$ cat config.mk
export PLATFORM = sky130hd
export DESIGN_NAME = mf5_ram
export DESIGN_NICKNAME = d
export VERILOG_FILES = /design/src/design/mf5_ram.sv
export SDC_FILE = /design/constraint.sdc
export NUM_CORES = 1
export LEC_CHECK = 0
export ABC_CLOCK_PERIOD_IN_PS = 2000
export BUFFER_PORTS_ARGS = -buffer_cell sky130_fd_sc_hd__buf_2
export CORE_MARGIN = 1
export CORE_UTILIZATION = 41
export DETAILED_ROUTE_END_ITERATION = 8
export MAX_ROUTING_LAYER = met4
export PLACE_DENSITY_LB_ADDON = 0.12
export SETUP_SLACK_MARGIN = 0.05
export SLEW_MARGIN = 25
export SYNTH_ARGS = -nofsm -noshare
export SYNTH_HDL_FRONTEND = slang
export SYNTH_SLANG_ARGS = --single-unit
export TNS_END_PERCENT = 1
$ cat constraint.sdc
create_clock -name clk -period 2 [get_ports clk]
set_input_delay 0.4 -clock clk [delete_from_list [all_inputs] [get_ports clk]]
set_output_delay 0.4 -clock clk [all_outputs]
set_load 0.01 [all_outputs]
$ cat src/design/mf5_ram.sv
`timescale 1ns / 1ps
module mf5_ram #(
	parameter int WIDTH = 8,
	parameter int DEPTH = 16
) (
	input  logic clk,
	input  logic wr_en,
	input  logic [$clog2(DEPTH)-1:0] wr_addr,
	input  logic [WIDTH-1:0] wr_data,
	input  logic rd_en,
	input  logic [$clog2(DEPTH)-1:0] rd_addr,
	output logic [WIDTH-1:0] rd_data
);
	logic [WIDTH-1:0] mem [DEPTH];

	always_ff @(posedge clk) begin
		if (wr_en) begin
			mem[wr_addr] <= wr_data;
		end
		if (rd_en) begin
			rd_data <= mem[rd_addr];
		end
	end
endmodule

==> reports/qor.yml <==
run_status:
  status: "complete, no violations"
clocking:
  cts_tree: "built"
  cts_sinks: 136
  cts_buffer_depth: 2
  clk_latency_ns: 0.41
  cts_setup_buffers: 0
  cts_resized: 0
  htree_num_levels: 4
  cts.clk_slew.worst_paths_ns: 0.05
  numCtsBuffers: 17
  cts_root_buf: "clkbuf_16"
  ctsHoldBuffers: 0
place:
  routabilityCongestion: 0.701
  hpwl_mm: 6.41
  dp.cells: 438
  io_buffers: 26
  dpl_worst_slack_ns: 0.0310
grt:
  grt_pass1_wl_mm: 15.1
  grt_max_degree: 33
  overflow: 0
  grt_pass1_vias: 2567
  grt_antenna_before_repair: 0
  grt.total_usage_pct: 17.6
synth:
  synth_fp_nets: 248
  synth_top_area_share_pct: 78.1
  yosys_warnings: 0
  synth_edf_count: 136
  synth_top_cell_by_area: "edfxtp_1"
  ys_types: 18
  yosysMostFrequentCell: "edfxtp_1"
  ys.flop_type: "edfxtp_1"
  netlist_instances: 229
  syn_avg_cell_area_um2: 22.8
  synthTopCellsByArea: "edfxtp_1, mux4_2, mux4_1, a22oi_1, nor2_1"
  synth_common_cells: "edfxtp_1, mux4_2, a22oi_1"
  syn_area_um2: 5230
  synthArstFlopShare_pct: 0
  ys_seq_area_share_pct: 78.1
  ys_ff_latch: 136
timing:
  max_freq_mhz: 656
  tightest_slew_ns: 0.425
  whs_ns: 0.352
  finalSetupViolCount: 0
  final_hold_viol_count: 0
  fin_crit_ns: 1.52
  finalCritPeriodShare_pct: 76.2
  maxSlewHeadroom_pct: 71.7
  rsz0062_at_grt: "false"
  slew_viol_final: 0
  setup-tns-final_ns: 0
  worst_slack_ns: 0.476
  clock_skew_ns: 0.00384
power_and_ir_drop:
  switchingPower_mw: 1.21
  power.leakage_nw: 2.09
  p_clk_share_pct: 42.0
  pwr-share-seq_pct: 53.0
  p_per_area_nw_per_um2: 985
  ir_drop_v: 0.000528
  p_comb_share_pct: 5.0
  intPower_mw: 4.89
  sw_frac_of_total_pct: 19.8
route:
  drc: 0
  wire_per_inst_um: 20.9
  num_vias: 2408
  drtIter0Drc: 100
  dr.pass1.iters: 4
  wl_mm: 9.82
  viasPerCell: 5.13
  antenna_left: 0
layout:
  diodes: 0
  fin_cells: 469
  area_growth_syn_to_layout_pct: 18.4
  num-nets-final: 308
  multi_input_area_um2: 1060
  drive_above_1_share_pct: 29.6
  nFillCells: 1013
  seqCellArea_um2: 4080
critical_path:
  crit_chain: "buf_2 > buf_12 > mux4_1 > a22oi_1 > nand2_1"
  cp_max_fo: 13
  cp-end-kind: "flop"
  slowest_stage: "mux4_1"
  start_kind: "input port"
  required_ns: 2.16
  cpLargestDelayFamily: "multiplexers"
  crit_type: "in2reg"
  worst-path-buf-inv: 2
  critical_path_arrival_ns: 1.68
  max_stage_delay_ns: 0.55
hold_path:
  hp-class: "in2reg"
floorplan:
  rows: 40
  dieWidth_um: 115
  top_level_ports: 27
  dieHeight_um: 115
  start_util_pct: 42.8
  design.core.area_um2: 12200
  die_area_um2: 13200
run:
  maxCapViolations: 0
==> placed cells by master, fill, tap and decap left out, types with 2 or more instances in the layout <==
cell	count
clkbuf_1	6
nand2_1	9
a22oi_1	16
nand2b_1	2
nor3_1	4
edfxtp_1	136
clkinv_2	2
nor2_1	13
mux4_2	18
buf_12	3
mux4_1	14
buf_4	22
nand3b_1	2
buf_2	26
clkbuf_16	17
clkinv_1	6
==> logic make-up (layout without fill, tap and decap cells) <==
family / Yosys count / after routing / share of synthesized area (%)
flip-flops: 136 / 136 / 78.1
AND/OR/NAND/NOR: 35 / 35 / 3.14
buffers and inverters: 10 / 82 / 1.65
multiplexers: 32 / 32 / 14.8
AO/OA/AOI/OAI: 16 / 16 / 2.30
==> worst register-to-register path, cell delays in order (launching register included) <==
cell and delay [ns]:
edfxtp_1 0.36, mux4_1 0.53, a22oi_1 0.28, nand2_1 0.08
==> metrics by stage <==
step	util, %	cell area [um^2]	power [mW]
after floorplan	-	5230	3.45
after global placement	46.7	5710	3.60
after detailed placement	46.7	5710	3.60
after CTS	50.7	6190	6.16
after global routing	50.7	6190	6.31
final	50.7	6190	6.09
==> power by group through the flow <==
stage / clock network, mW / registers [mW] / logic [mW]
CTS: 2.61 / 3.23 / 0.314
floorplan: 0 / 3.29 / 0.162
detailed placement: 0 / 3.29 / 0.314
global placement: 0 / 3.29 / 0.310
finish: 2.56 / 3.23 / 0.307
global route: 2.74 / 3.23 / 0.335
==> flip-flops by register name, indices dropped and copies added, names as in the netlist <==
| register | cells |
|---|---|
| mem | 128 |
| rd_data | 8 |
==> routing by layer <==
metal  vias to the layer above  routed length (um)  GRT usage [%]
met2                        49                4790           26.9
met5                         -                   0              -
met3                        18                 318           4.16
li1                       1100                   -              -
met1                      1241                4510           22.3
met4                         0                 199           8.57
==> final timing paths <==
| path | slack [ns] | depth (start not counted) | end | startpoint |
|---|---|---|---|---|
| hold / removal | 0.35 | 1 | rd_data[0] | rd_en |
| setup reg to reg | 0.50 | 3 | rd_data[2] | mem[5][2] |
| setup / recovery | 0.48 | 5 | rd_data[0] | rd_addr[0] |
| hold reg to reg | 0.75 | 3 | rd_data[2] | mem[14][2] |
==> final cells by class <==
class / instances / share of cell area, %
clock buffers: 23 / 7.24
clock inverters: 8 / 0.526
multi-input cells: 83 / 17.1
flip-flops and latches: 136 / 66.0
well taps: 168 / 3.40
repair buffers: 51 / 5.74
Power figures use the tool's default switching activity.
